`config.mk`:
```
export PLATFORM = sky130hd
export DESIGN_NAME = selective_ack_send_window_core_flat
export DESIGN_NICKNAME = d
export VERILOG_FILES = /design/src/hdl/sack_pkg.sv /design/src/hdl/sack_if.sv /design/src/hdl/sack_ram.sv /design/src/hdl/selective_ack_send_window_core.sv /design/src/flat_wrapper.sv
export SDC_FILE = /design/constraint.sdc
export NUM_CORES = 2
export LEC_CHECK = 0
export ABC_AREA = 1
export BUFFER_PORTS_ARGS = -buffer_cell sky130_fd_sc_hd__buf_4
export CAP_MARGIN = 40
export CORE_MARGIN = 5
export CORE_UTILIZATION = 46
export DETAILED_ROUTE_END_ITERATION = 12
export PLACE_DENSITY = 0.64
export RECOVER_POWER = 25
export SYNTH_ARGS = -nofsm -noshare
export SYNTH_HDL_FRONTEND = slang
export SYNTH_HIERARCHICAL = 1
export SYNTH_SLANG_ARGS = --single-unit
```
`constraint.sdc`:
```
create_clock -name clk -period 41.4 [get_ports clk]
set_input_delay 2.07 -clock clk [delete_from_list [all_inputs] [get_ports clk]]
set_output_delay 2.07 -clock clk [all_outputs]
set_load 0.005 [all_outputs]
```
`src/hdl/sack_pkg.sv`:
```
// Shared types and constants for the selective-ack send window.
package sack_pkg;

    localparam int SEQ_W = 64;
    localparam int CNT_W = 11;
    localparam int OP_W  = 2;
    localparam int CFG_W = 64;
    localparam int IDX_W = 2;

    localparam logic [CNT_W-1:0] SOURCE_MAX = 11'd1024;
    localparam int               LIMIT_MAX  = 1024;

    localparam logic [OP_W-1:0] OP_ACK   = 2'd0;
    localparam logic [OP_W-1:0] OP_KICK  = 2'd1;
    localparam logic [OP_W-1:0] OP_START = 2'd2;

    localparam logic [IDX_W-1:0] REG_INITIAL_WINDOW = 2'd0;
    localparam logic [IDX_W-1:0] REG_FIRST_SEQ      = 2'd1;

    typedef enum logic [2:0] {
        ST_IDLE,
        ST_POP_RD,
        ST_POP_CHK,
        ST_ISSUE,
        ST_CLEAR,
        ST_OUT
    } state_t;

endpackage

```
`src/hdl/sack_if.sv`:
```
// Input and result channel interfaces of the selective-ack send window.
interface sack_in_if;
    logic                        valid;
    logic                        ready;
    logic [sack_pkg::OP_W-1:0]   op;
    logic [sack_pkg::SEQ_W-1:0]  seq_no;
    logic [sack_pkg::CNT_W-1:0]  source_left;

    modport source (output valid, output op, output seq_no, output source_left,
                    input ready);
    modport sink (input valid, input op, input seq_no, input source_left,
                  output ready);
endinterface

interface sack_out_if;
    logic                        valid;
    logic                        ready;
    logic [sack_pkg::SEQ_W-1:0]  resend_first;
    logic [sack_pkg::CNT_W-1:0]  resend_count;
    logic [sack_pkg::SEQ_W-1:0]  new_first;
    logic [sack_pkg::CNT_W-1:0]  new_count;
    logic [sack_pkg::CNT_W-1:0]  in_flight;
    logic                        ack_matched;
    logic                        done_res;

    modport source (output valid, output resend_first, output resend_count,
                    output new_first, output new_count, output in_flight,
                    output ack_matched, output done_res, input ready);
    modport sink (input valid, input resend_first, input resend_count,
                  input new_first, input new_count, input in_flight,
                  input ack_matched, input done_res, output ready);
endinterface

```
`src/hdl/sack_ram.sv`:
```
// Generic single-write, single-read RAM with registered read data.
module sack_ram #(
    parameter int WIDTH = 1,
    parameter int DEPTH = 1024
) (
    input  logic                             clk,
    input  logic                             we,
    input  logic [$clog2(DEPTH)-1:0]         waddr,
    input  logic [WIDTH-1:0]                 wdata,
    input  logic [$clog2(DEPTH)-1:0]         raddr,
    output logic [WIDTH-1:0]                 rdata
);

    logic [WIDTH-1:0] mem [DEPTH];
    logic [WIDTH-1:0] rdata_reg;

    always_ff @(posedge clk)
    begin
        if (we)
        begin
            mem[waddr] <= wdata;
        end
        rdata_reg <= mem[raddr];
    end

    assign rdata = rdata_reg;

endmodule

```
`src/hdl/selective_ack_send_window_core.sv`:
```
// Top level of the selective-ack send window: control, window state and bitmap.
//
// Usage:
//   in_ch carries one item per valid/ready handshake: op (ack, kick, start),
//   seq_no for acks, and source_left, the objects the source can deliver now.
//   out_ch returns exactly one result per item through an output register.
//   cfg_we/cfg_index/cfg_wdata write initial_window (0) and first_seq (1); the user
//   must write them only while the block is idle, and the block leaves this to the user.
// Sequence:
//   An accepted item walks the pop states, reading the bitmap entry at the window base
//   (registered read) and popping each acked entry from the front; it then issues the new
//   numbers, clearing each issued number's entry through the single write port, and
//   loads the result register. The next item is accepted at the earliest in the cycle
//   after the result has been loaded.
// Reset:
//   Window base and next sequence go to zero, the limit to one; the bitmap is
//   not cleared, since every entry is cleared when its number is issued.
// Stall:
//   A result not taken holds in the output register; the finished item waits
//   in its last state and no new item is accepted until the register frees.
module selective_ack_send_window_core #(
    parameter int MAX_WINDOW = 1024
) (
    input  logic                           clk,
    input  logic                           rst_n,
    sack_in_if.sink                        in_ch,
    sack_out_if.source                     out_ch,
    input  logic                           cfg_we,
    input  logic [sack_pkg::IDX_W-1:0]     cfg_index,
    input  logic [sack_pkg::CFG_W-1:0]     cfg_wdata
);

    localparam int AW = $clog2(MAX_WINDOW);
    localparam int CW = sack_pkg::CNT_W;
    localparam int SW = sack_pkg::SEQ_W;
    localparam int LIMIT_CAP = (MAX_WINDOW < sack_pkg::LIMIT_MAX) ? MAX_WINDOW
                                                                  : sack_pkg::LIMIT_MAX;
    localparam logic [CW-1:0] CAP       = CW'(LIMIT_CAP);
    localparam logic [AW-1:0] SLOT_LAST = AW'(MAX_WINDOW - 1);
    localparam logic [AW:0]   SLOT_DEPTH = (AW + 1)'(MAX_WINDOW);

    sack_pkg::state_t state_reg, state_next;

    logic [CW-1:0] init_window_reg, init_window_next;
    logic [SW-1:0] first_seq_reg, first_seq_next;

    logic [SW-1:0] base_reg, base_next;
    logic [SW-1:0] next_seq_reg, next_seq_next;
    logic [CW-1:0] limit_reg, limit_next;
    logic [CW-1:0] count_reg, count_next;
    logic [AW-1:0] base_slot_reg, base_slot_next;
    logic [AW-1:0] next_slot_reg, next_slot_next;

    logic [CW-1:0] left_reg, left_next;
    logic [CW-1:0] clr_left_reg, clr_left_next;
    logic [SW-1:0] rs_first_reg, rs_first_next;
    logic [CW-1:0] rs_count_reg, rs_count_next;
    logic [SW-1:0] nw_first_reg, nw_first_next;
    logic [CW-1:0] nw_count_reg, nw_count_next;
    logic          matched_reg, matched_next;

    logic          out_valid_reg, out_valid_next;
    logic [SW-1:0] o_rs_first_reg, o_rs_first_next;
    logic [CW-1:0] o_rs_count_reg, o_rs_count_next;
    logic [SW-1:0] o_nw_first_reg, o_nw_first_next;
    logic [CW-1:0] o_nw_count_reg, o_nw_count_next;
    logic [CW-1:0] o_flight_reg, o_flight_next;
    logic          o_matched_reg, o_matched_next;
    logic          o_done_reg, o_done_next;

    logic          mem_we;
    logic [AW-1:0] mem_waddr;
    logic          mem_wdata;
    logic          mem_rdata;

    logic [SW-1:0] ack_off;
    logic          ack_hit;
    logic [AW:0]   ack_sum;
    logic [AW-1:0] ack_slot;
    logic [CW-1:0] room;
    logic [CW-1:0] issue_cnt;
    logic          in_fire;

    sack_ram #(
        .WIDTH (1),
        .DEPTH (MAX_WINDOW)
    ) u_acked (
        .clk   (clk),
        .we    (mem_we),
        .waddr (mem_waddr),
        .wdata (mem_wdata),
        .raddr (base_slot_reg),
        .rdata (mem_rdata)
    );

    assign in_fire = in_ch.valid && in_ch.ready;

    assign ack_off = in_ch.seq_no - base_reg;
    assign ack_hit = (ack_off[SW-1:CW] == '0) && (ack_off[CW-1:0] < count_reg);
    assign ack_sum = {1'b0, base_slot_reg} + {1'b0, ack_off[AW-1:0]};
    assign ack_slot = (ack_sum >= SLOT_DEPTH) ? AW'(ack_sum - SLOT_DEPTH) : ack_sum[AW-1:0];

    assign room = (limit_reg > count_reg) ? (limit_reg - count_reg) : '0;
    assign issue_cnt = (room < left_reg) ? room : left_reg;

    assign in_ch.ready         = (state_reg == sack_pkg::ST_IDLE);
    assign out_ch.valid        = out_valid_reg;
    assign out_ch.resend_first = o_rs_first_reg;
    assign out_ch.resend_count = o_rs_count_reg;
    assign out_ch.new_first    = o_nw_first_reg;
    assign out_ch.new_count    = o_nw_count_reg;
    assign out_ch.in_flight    = o_flight_reg;
    assign out_ch.ack_matched  = o_matched_reg;
    assign out_ch.done_res     = o_done_reg;

    always_comb
    begin
        state_next       = state_reg;
        init_window_next = init_window_reg;
        first_seq_next   = first_seq_reg;
        base_next        = base_reg;
        next_seq_next    = next_seq_reg;
        limit_next       = limit_reg;
        count_next       = count_reg;
        base_slot_next   = base_slot_reg;
        next_slot_next   = next_slot_reg;
        left_next        = left_reg;
        clr_left_next    = clr_left_reg;
        rs_first_next    = rs_first_reg;
        rs_count_next    = rs_count_reg;
        nw_first_next    = nw_first_reg;
        nw_count_next    = nw_count_reg;
        matched_next     = matched_reg;
        out_valid_next   = out_valid_reg;
        o_rs_first_next  = o_rs_first_reg;
        o_rs_count_next  = o_rs_count_reg;
        o_nw_first_next  = o_nw_first_reg;
        o_nw_count_next  = o_nw_count_reg;
        o_flight_next    = o_flight_reg;
        o_matched_next   = o_matched_reg;
        o_done_next      = o_done_reg;
        mem_we           = 1'b0;
        mem_waddr        = next_slot_reg;
        mem_wdata        = 1'b0;

        if (cfg_we)
        begin
            unique case (cfg_index)
                sack_pkg::REG_INITIAL_WINDOW: init_window_next = cfg_wdata[CW-1:0];
                sack_pkg::REG_FIRST_SEQ:      first_seq_next   = cfg_wdata;
                default:                      ;
            endcase
        end

        if (out_valid_reg && out_ch.ready)
        begin
            out_valid_next = 1'b0;
        end

        unique case (state_reg)
            sack_pkg::ST_IDLE:
            begin
                if (in_fire)
                begin
                    left_next     = (in_ch.source_left > sack_pkg::SOURCE_MAX)
                                    ? sack_pkg::SOURCE_MAX : in_ch.source_left;
                    rs_first_next = '0;
                    rs_count_next = '0;
                    matched_next  = 1'b0;
                    state_next    = sack_pkg::ST_POP_RD;
                    unique case (in_ch.op)
                        sack_pkg::OP_START:
                        begin
                            base_next      = first_seq_reg;
                            next_seq_next  = first_seq_reg;
                            count_next     = '0;
                            base_slot_next = '0;
                            next_slot_next = '0;
                            limit_next     = (init_window_reg > CAP) ? CAP : init_window_reg;
                        end
                        sack_pkg::OP_ACK:
                        begin
                            if (ack_hit)
                            begin
                                mem_we       = 1'b1;
                                mem_waddr    = ack_slot;
                                mem_wdata    = 1'b1;
                                matched_next = 1'b1;
                                if (limit_reg < CAP)
                                begin
                                    limit_next = limit_reg + 1'b1;
                                end
                            end
                        end
                        sack_pkg::OP_KICK:
                        begin
                            rs_first_next = base_reg;
                            rs_count_next = count_reg;
                        end
                        default: ;
                    endcase
                end
            end
            sack_pkg::ST_POP_RD:
            begin
                state_next = (count_reg == '0) ? sack_pkg::ST_ISSUE : sack_pkg::ST_POP_CHK;
            end
            sack_pkg::ST_POP_CHK:
            begin
                if (mem_rdata)
                begin
                    base_next      = base_reg + 1'b1;
                    count_next     = count_reg - 1'b1;
                    base_slot_next = (base_slot_reg == SLOT_LAST) ? '0
                                                                  : base_slot_reg + 1'b1;
                    state_next     = sack_pkg::ST_POP_RD;
                end
                else
                begin
                    state_next = sack_pkg::ST_ISSUE;
                end
            end
            sack_pkg::ST_ISSUE:
            begin
                nw_count_next = issue_cnt;
                clr_left_next = issue_cnt;
                nw_first_next = (issue_cnt != '0) ? next_seq_reg : '0;
                state_next    = (issue_cnt != '0) ? sack_pkg::ST_CLEAR : sack_pkg::ST_OUT;
            end
            sack_pkg::ST_CLEAR:
            begin
                mem_we         = 1'b1;
                mem_waddr      = next_slot_reg;
                mem_wdata      = 1'b0;
                next_seq_next  = next_seq_reg + 1'b1;
                count_next     = count_reg + 1'b1;
                next_slot_next = (next_slot_reg == SLOT_LAST) ? '0 : next_slot_reg + 1'b1;
                clr_left_next  = clr_left_reg - 1'b1;
                if (clr_left_reg == CW'(1))
                begin
                    state_next = sack_pkg::ST_OUT;
                end
            end
            sack_pkg::ST_OUT:
            begin
                if (!out_valid_reg || out_ch.ready)
                begin
                    out_valid_next  = 1'b1;
                    o_rs_first_next = rs_first_reg;
                    o_rs_count_next = rs_count_reg;
                    o_nw_first_next = nw_first_reg;
                    o_nw_count_next = nw_count_reg;
                    o_flight_next   = count_reg;
                    o_matched_next  = matched_reg;
                    o_done_next     = (count_reg == '0);
                    state_next      = sack_pkg::ST_IDLE;
                end
            end
            default: state_next = sack_pkg::ST_IDLE;
        endcase
    end

    always_ff @(posedge clk or negedge rst_n)
    begin
        if (!rst_n)
        begin
            state_reg <= sack_pkg::ST_IDLE;
        end
        else
        begin
            state_reg <= state_next;
        end
    end

    always_ff @(posedge clk or negedge rst_n)
    begin
        if (!rst_n)
        begin
            init_window_reg <= CW'(1);
            first_seq_reg   <= '0;
            base_reg        <= '0;
            next_seq_reg    <= '0;
            limit_reg       <= CW'(1);
            count_reg       <= '0;
            base_slot_reg   <= '0;
            next_slot_reg   <= '0;
            clr_left_reg    <= '0;
            out_valid_reg   <= 1'b0;
        end
        else
        begin
            init_window_reg <= init_window_next;
            first_seq_reg   <= first_seq_next;
            base_reg        <= base_next;
            next_seq_reg    <= next_seq_next;
            limit_reg       <= limit_next;
            count_reg       <= count_next;
            base_slot_reg   <= base_slot_next;
            next_slot_reg   <= next_slot_next;
            clr_left_reg    <= clr_left_next;
            out_valid_reg   <= out_valid_next;
        end
    end

    always_ff @(posedge clk)
    begin
        left_reg       <= left_next;
        rs_first_reg   <= rs_first_next;
        rs_count_reg   <= rs_count_next;
        nw_first_reg   <= nw_first_next;
        nw_count_reg   <= nw_count_next;
        matched_reg    <= matched_next;
        o_rs_first_reg <= o_rs_first_next;
        o_rs_count_reg <= o_rs_count_next;
        o_nw_first_reg <= o_nw_first_next;
        o_nw_count_reg <= o_nw_count_next;
        o_flight_reg   <= o_flight_next;
        o_matched_reg  <= o_matched_next;
        o_done_reg     <= o_done_next;
    end

    a_flight_within_limit: assert property (
        @(posedge clk) disable iff (!rst_n)
        count_reg <= limit_reg && limit_reg <= CAP)
        else $error("in-flight count exceeds window limit");

    a_window_span: assert property (
        @(posedge clk) disable iff (!rst_n)
        state_reg == sack_pkg::ST_IDLE |-> next_seq_reg - base_reg == SW'(count_reg))
        else $error("window span disagrees with in-flight count");

    a_clear_nonzero: assert property (
        @(posedge clk) disable iff (!rst_n)
        state_reg == sack_pkg::ST_CLEAR |-> clr_left_reg != '0)
        else $error("clear sweep entered with nothing to issue");

    a_accept_leaves_idle: assert property (
        @(posedge clk) disable iff (!rst_n)
        in_fire |=> state_reg == sack_pkg::ST_POP_RD)
        else $error("accepted item did not start the pop walk");

endmodule
```
`src/flat_wrapper.sv`:
```
// flat-port wrapper written by rule: the top's interface ports become plain ports
module selective_ack_send_window_core_flat 
#(
    parameter int MAX_WINDOW = 1024
)
  (clk, rst_n, cfg_we, cfg_index, cfg_wdata, in_ch_valid, in_ch_op, in_ch_seq_no, in_ch_source_left, in_ch_ready, out_ch_valid, out_ch_resend_first, out_ch_resend_count, out_ch_new_first, out_ch_new_count, out_ch_in_flight, out_ch_ack_matched, out_ch_done_res, out_ch_ready);
  sack_in_if in_ch_i ();
  sack_out_if out_ch_i ();
  input  logic clk;
  input  logic rst_n;
  input  logic cfg_we;
  input  logic [sack_pkg::IDX_W-1:0] cfg_index;
  input  logic [sack_pkg::CFG_W-1:0] cfg_wdata;
  input wire logic [$bits(in_ch_i.valid)-1:0] in_ch_valid;
  input wire logic [$bits(in_ch_i.op)-1:0] in_ch_op;
  input wire logic [$bits(in_ch_i.seq_no)-1:0] in_ch_seq_no;
  input wire logic [$bits(in_ch_i.source_left)-1:0] in_ch_source_left;
  output wire logic [$bits(in_ch_i.ready)-1:0] in_ch_ready;
  output wire logic [$bits(out_ch_i.valid)-1:0] out_ch_valid;
  output wire logic [$bits(out_ch_i.resend_first)-1:0] out_ch_resend_first;
  output wire logic [$bits(out_ch_i.resend_count)-1:0] out_ch_resend_count;
  output wire logic [$bits(out_ch_i.new_first)-1:0] out_ch_new_first;
  output wire logic [$bits(out_ch_i.new_count)-1:0] out_ch_new_count;
  output wire logic [$bits(out_ch_i.in_flight)-1:0] out_ch_in_flight;
  output wire logic [$bits(out_ch_i.ack_matched)-1:0] out_ch_ack_matched;
  output wire logic [$bits(out_ch_i.done_res)-1:0] out_ch_done_res;
  input wire logic [$bits(out_ch_i.ready)-1:0] out_ch_ready;
  assign in_ch_i.valid = in_ch_valid;
  assign in_ch_i.op = in_ch_op;
  assign in_ch_i.seq_no = in_ch_seq_no;
  assign in_ch_i.source_left = in_ch_source_left;
  assign in_ch_ready = in_ch_i.ready;
  assign out_ch_valid = out_ch_i.valid;
  assign out_ch_resend_first = out_ch_i.resend_first;
  assign out_ch_resend_count = out_ch_i.resend_count;
  assign out_ch_new_first = out_ch_i.new_first;
  assign out_ch_new_count = out_ch_i.new_count;
  assign out_ch_in_flight = out_ch_i.in_flight;
  assign out_ch_ack_matched = out_ch_i.ack_matched;
  assign out_ch_done_res = out_ch_i.done_res;
  assign out_ch_i.ready = out_ch_ready;
  selective_ack_send_window_core #(.MAX_WINDOW(MAX_WINDOW)) u_core (.clk(clk), .rst_n(rst_n), .in_ch(in_ch_i), .out_ch(out_ch_i), .cfg_we(cfg_we), .cfg_index(cfg_index), .cfg_wdata(cfg_wdata));
endmodule
```
### Word-level counts from Yosys, hierarchy flattened

Memories as Yosys holds them, arrays and structs flattened. A register that Yosys moved wholly into a read port is not among the register bits.
Index checks and enable logic that the tools add are counted.

| storage, ports and cells | value |
|---|---|
| memories | 1 |
| flip-flop bits (word level) | 585 |
| RAM bits | 1,024 |

Memories:

| memory | words | bits a word | read ports | clocked after memory_dff | write ports | RTL line | RTL |
|---|---|---|---|---|---|---|---|
| u_core.u_acked.mem | 1,024 | 1 | 1 | 1 | 1 | sack_ram.sv:14 | `logic [WIDTH-1:0] mem [DEPTH];` |

| operators by class | value |
|---|---|
| magnitude comparators | 7 |
| add/subtract/negate cells | 12 |
| reduce and logical (&&, ||, !) cells | 25 |
| mux-type cells | 45 |
| equality and inequality tests | 18 |

Operator list:

| kind | number |
|---|---|
| case mux 64 bit (2 select lines) | 2 |
| two-way mux 64 bit | 3 |
| adder 64 x 1 -> 64 bit, second input constant | 2 |
| two-way mux 10 bit | 10 |
| two-way mux 11 bit | 8 |
| subtractor 64 bit | 1 |
| zero test 53 bit | 1 |
| case mux 11 bit (2 select lines) | 2 |
| case mux 10 bit (2 select lines) | 2 |
| case mux 11 bit (3 select lines) | 1 |
| adder 11 x 1 -> 11 bit, second input constant | 2 |
| greater-than comparator 11 bit, second input constant | 2 |
| less-than comparator 11 bit | 2 |
| subtractor 11 x 1 -> 11 bit, second input constant | 2 |
| adder 10 x 1 -> 10 bit, second input constant | 2 |
| == test 10 bit, second input constant | 2 |
| case mux 3 bit (6 select lines) | 1 |
| adder 10 x 10 -> 11 bit | 1 |
| == test 11 x 1 -> 1 bit, second input constant | 1 |
| greater-or-equal comparator 11 bit, second input constant | 1 |
| greater-than comparator 11 bit | 1 |
| zero test 11 bit | 1 |
| less-than comparator 11 bit, second input constant | 1 |
| two-way mux 1 bit | 11 |
| other kinds (24) | 45 |

### Depth between registers and ports, before layout

| logic depth | value |
|---|---|
| word-level depth | 9 |
| depth in mapped cells | 33 |
| mapped depth without buffers | 31 |

### By module

The synthesis kept the hierarchy.

By module, submodules not included:

| module | instances | cells an instance | area an instance (µm²) | sequential area each (µm²) |
|---|---|---|---|---|
| sack_ram | 1 | 4,679 | 46,392.0 | 30,769.5 |
| selective_ack_send_window_core | 1 | 4,338 | 34,304.2 | 16,268.1 |

### Worst setup path after synthesis

Ideal clock, no wire load.

| timing path | value |
|---|---|
| kind | in2reg |
| start point | input port in_ch_valid |
| end point | memory u_core.u_acked.mem[0], data pin |
| path buffers | 0 |
| data required time | 36.442 ns |
| path slack | 8.089 ns |
| data arrival time | 28.353 ns |
| stages | 4 |
| path through | inv_1 nor2_2 inv_1 nor2_1 |

| between the ends | value |
|---|---|
| word-level cells in the longest chain between the ends | 3 |

RTL lines:

| item | RTL line | RTL |
|---|---|---|
| start, declared | flat_wrapper.sv:14 | `input wire logic [$bits(in_ch_i.valid)-1:0] in_ch_valid;` |
| logical AND 1 bit | selective_ack_send_window_core.sv:96 | `assign in_fire = in_ch.valid && in_ch.ready;` |
| two-way mux 1 bit | selective_ack_send_window_core.sv:163 | `if (in_fire)` |
| two-way mux 1 bit | selective_ack_send_window_core.sv:160 | `unique case (state_reg)` |
| named net u_core.mem_wdata | selective_ack_send_window_core.sv:73 | `logic mem_wdata;` |
| end, declared | sack_ram.sv:14 |  |

The timed path passes the listed nets, and every way through them passes these cells.

==> summary.txt <==
Pwr
  – P_leak: 36.95 nW
  – Total power: 5.622 mW
  – Peak supply drop: 0.00004600 V
  – Pwr Density: 61.96 nW/µm²

Setup path
  – Crit-path max FO: 169
  – Crit-path slowest cell: clkbuf_1
  – Worst-path cell chain: clkbuf_1 -> clkbuf_1
  – Critical path launch point: rst_n
  – Crit path max-delay family: buffers and inverters
  – Arr. time, crit path: 12.76 ns
  – Most frequent CP cell: clkbuf_1
  – Reg2reg start: u_core/state_reg[2]
  – CP Class: primary input to async pin
  – Worst stage delay on the critical path: 6.83 ns
  – Worst setup EP type: async pin
  – Critical Path Start Type: primary input
  – Critical path required time: 39.93 ns
  – Buffers & Inverters on Critical Path: 2

GRT
  – Total global routing overflow: 0
  – First-pass GRT wire length: 395.0 mm
  – Routing usage on met3: 4.430%
  – Largest net degree at the start of global routing: 300
  – Initial antenna violation count: 5
  – Gr busiest metal: met2
  – Vias in the first global route: 61.23k
  – Grt met1 use: 37.92%
  – Gr usage total: 28.28%
  – Grt met2 use: 46.16%

Logic synthesis
  – Share of the synthesized area in the top cell type: 50.20%
  – Avg Cell Area, Syn: 8.949 µm²
  – Post-Syn Instances: 9017
  – Commonest cells in the netlist: nand2_1, nor2_1, edfxtp_1
  – Synth top area cells: edfxtp_1, nand2_1, dfrtp_1, nand3_1, nor2_1
  – Main flop type after synthesis: edfxtp_1
  – Netlist Area Pre-Place: 80700 µm²
  – Synth cell types: 69
  – Yosys reg bits: 1610
  – Post-synthesis sequential area ratio: 58.29%
  – YS warnings: 6
  – Post-synth EDFFs: 1349
  – Fraction of registers with async set/reset: 16.15%
  – Post-synthesis net count: 9288
  – Largest area contributor in the netlist: edfxtp_1
  – Most frequent cell after synthesis: nand2_1

Place
  – Port Buf Inserts: 312
  – DP Wirelength: 178.4 mm
  – Gpl congestion: 0.9794
  – Placement Setup Slack: 32.73 ns

STA
  – Fin. Hold Viols: 0
  – Setup TNS Final: 0 ns
  – Worst Tran Pin Value: 9.353 ns
  – Maximum clock rate: 70.27 MHz
  – Rel. slew slack: -523.6%
  – # setup viols final: 0
  – Crit share post-route: 34.38%
  – Setup slack after layout: 27.17 ns
  – Max Slew Vio Count: 862
  – Final Critical Period: 14.23 ns
  – Clock Skew: 0.03755 ns
  – RSZ-0062 raised after global routing: no

Route
  – Via count: 64.84k
  – First-pass DRT Iterations: 6
  – Drc violations: 0
  – DR WL/cell: 23.13 µm
  – Routed WL: 268.4 mm
  – DRT iter0 DRCs: 7517
  – Vias per cell: 5.587
  – Antenna Violating Nets Remaining: 0

Layout
  – Most flop-heavy register: u_core/u_acked/mem
  – Share of cells above drive strength 1: 8.739%
  – Post-layout nets: 9419
  – Area growth syn-to-layout: 12.45%
  – Ant diodes: 0
  – Number of flip-flops in the largest register: 1024

Status
  – Failing checks: max-capacitance violations, max-slew violations
  – Run status: finished with violations

Clocking
  – CTS tree: built
  – # H-tree levels: 4
  – Clk slew on worst S/H paths: 0.06 ns
  – # resized after CTS: 0
  – Clk Latency, worst-skew pair: 0.82 ns
  – CTS max path bufs: 3
  – CTS root buf: clkbuf_16
  – Post-CTS Repair Setup Buffers: 0
  – CTS Hold Bufs: 0
  – CTS buffer count: 169
  – # clock sinks: 1610

Die
  – Row cnt: 153
  – CORE AREA: 174200 µm²
  – Die footprint: 183900 µm²
  – Boundary pin count: 313
  – Chip height: 428.8 µm
  – Initial core utilization: 46.32%
  – Die Wd: 428.8 µm

Flow run
  – Max cap viols: 13

Worst hold path
  – Hold Path Origin: u_core/rs_first_reg[48]
  – Hold Path Class: register to register
stage by stage:
| step | cell area [µm²] | hold WS, ns | utilization, % | std cells |
|---|---|---|---|---|
| after global routing | 90740 | 0.4089 | 52.09 | 11610 |
| final | 90740 | 0.3966 | 52.09 | 11610 |
| after detailed placement | 85550 | 0.4045 | 49.11 | 11300 |
| after floorplan | 80700 | 0.4003 | - | 9017 |
| after CTS | 90880 | 0.3976 | 52.17 | 11610 |
| after global placement | 84270 | 0.4019 | 48.37 | 11240 |
layer usage:
metal  vias to the layer above  wire length, µm
met2                      2944           126100
met1                     31370           108100
li1                      30010                -
met4                         2            12280
met5                         -               16
met3                       518            21950
power by group:
group / internal, mW / switching [mW] / leakage (nW)
Combinational: 0.566 / 1.47 / 16.5
Sequential: 1.97 / 0.134 / 17.8
Clock: 0.845 / 0.641 / 2.61
layout make-up:
class	count	area, µm²
Clock inverter	91	795.8
Timing Repair Buffer	471	4260
Clock buffer	212	4536
Tap cell	2325	2909
Sequential cell	1610	47050
Multi-Input combinational cell	6048	27980
Fill cell	16230	83460
Inverter	848	3211
cells by family after synthesis:
| group | share of synthesized area (%) |
|---|---|
| XOR/XNOR | 1.617 |
| adder cells (fa/ha/maj) | 1.944 |
| flip-flops | 58.29 |
| multiplexers | 0.01395 |
| buffers and inverters | 7.126 |
| AND/OR/NAND/NOR | 26.74 |
| AO/OA/AOI/OAI | 4.272 |
worst paths after layout:
check	endpoint	slack (ns)	cells past startpoint
worst min-delay path	u_core/out_ch.resend_first[48]	0.40	0
max in group clk	u_core/u_acked/mem[492]	33.29	29
worst max register to register	u_core/count_reg[10]	33.56	17
worst min register to register	u_core/out_ch.resend_first[48]	0.40	0
min in group asynchronous	u_core/init_window_reg[8]	3.21	1
worst max-delay path	u_core/next_slot_reg[4]	27.17	2
cell usage in the layout (no fill, tap or decap), types with 15 or more instances in the layout:
| cell | netlist | layout |
|---|---|---|
| nand2_1 | 2165 | 2161 |
| nor2_1 | 1465 | 1461 |
| edfxtp_1 | 1349 | 1349 |
| nand3_1 | 1177 | 1174 |
| inv_1 | 824 | 823 |
| buf_4 | 8 | 386 |
| o21ai_0 | 299 | 299 |
| a21oi_1 | 275 | 275 |
| dfrtp_1 | 258 | 253 |
| clkbuf_16 | 0 | 173 |
| xor2_1 | 137 | 137 |
| ha_1 | 119 | 119 |
| nor3_1 | 103 | 103 |
| nand4_1 | 80 | 80 |
| clkbuf_1 | 272 | 51 |
| clkinv_1 | 7 | 41 |
| clkinv_2 | 0 | 29 |
| buf_8 | 1 | 29 |
| nor4_1 | 26 | 26 |
| nand2_2 | 20 | 24 |
| nor2_2 | 23 | 23 |
| buf_16 | 0 | 23 |
| nand3b_1 | 15 | 15 |
| inv_2 | 16 | 15 |
| o22ai_1 | 15 | 15 |
No activity file was read; power rests on OpenSTA's default activity.
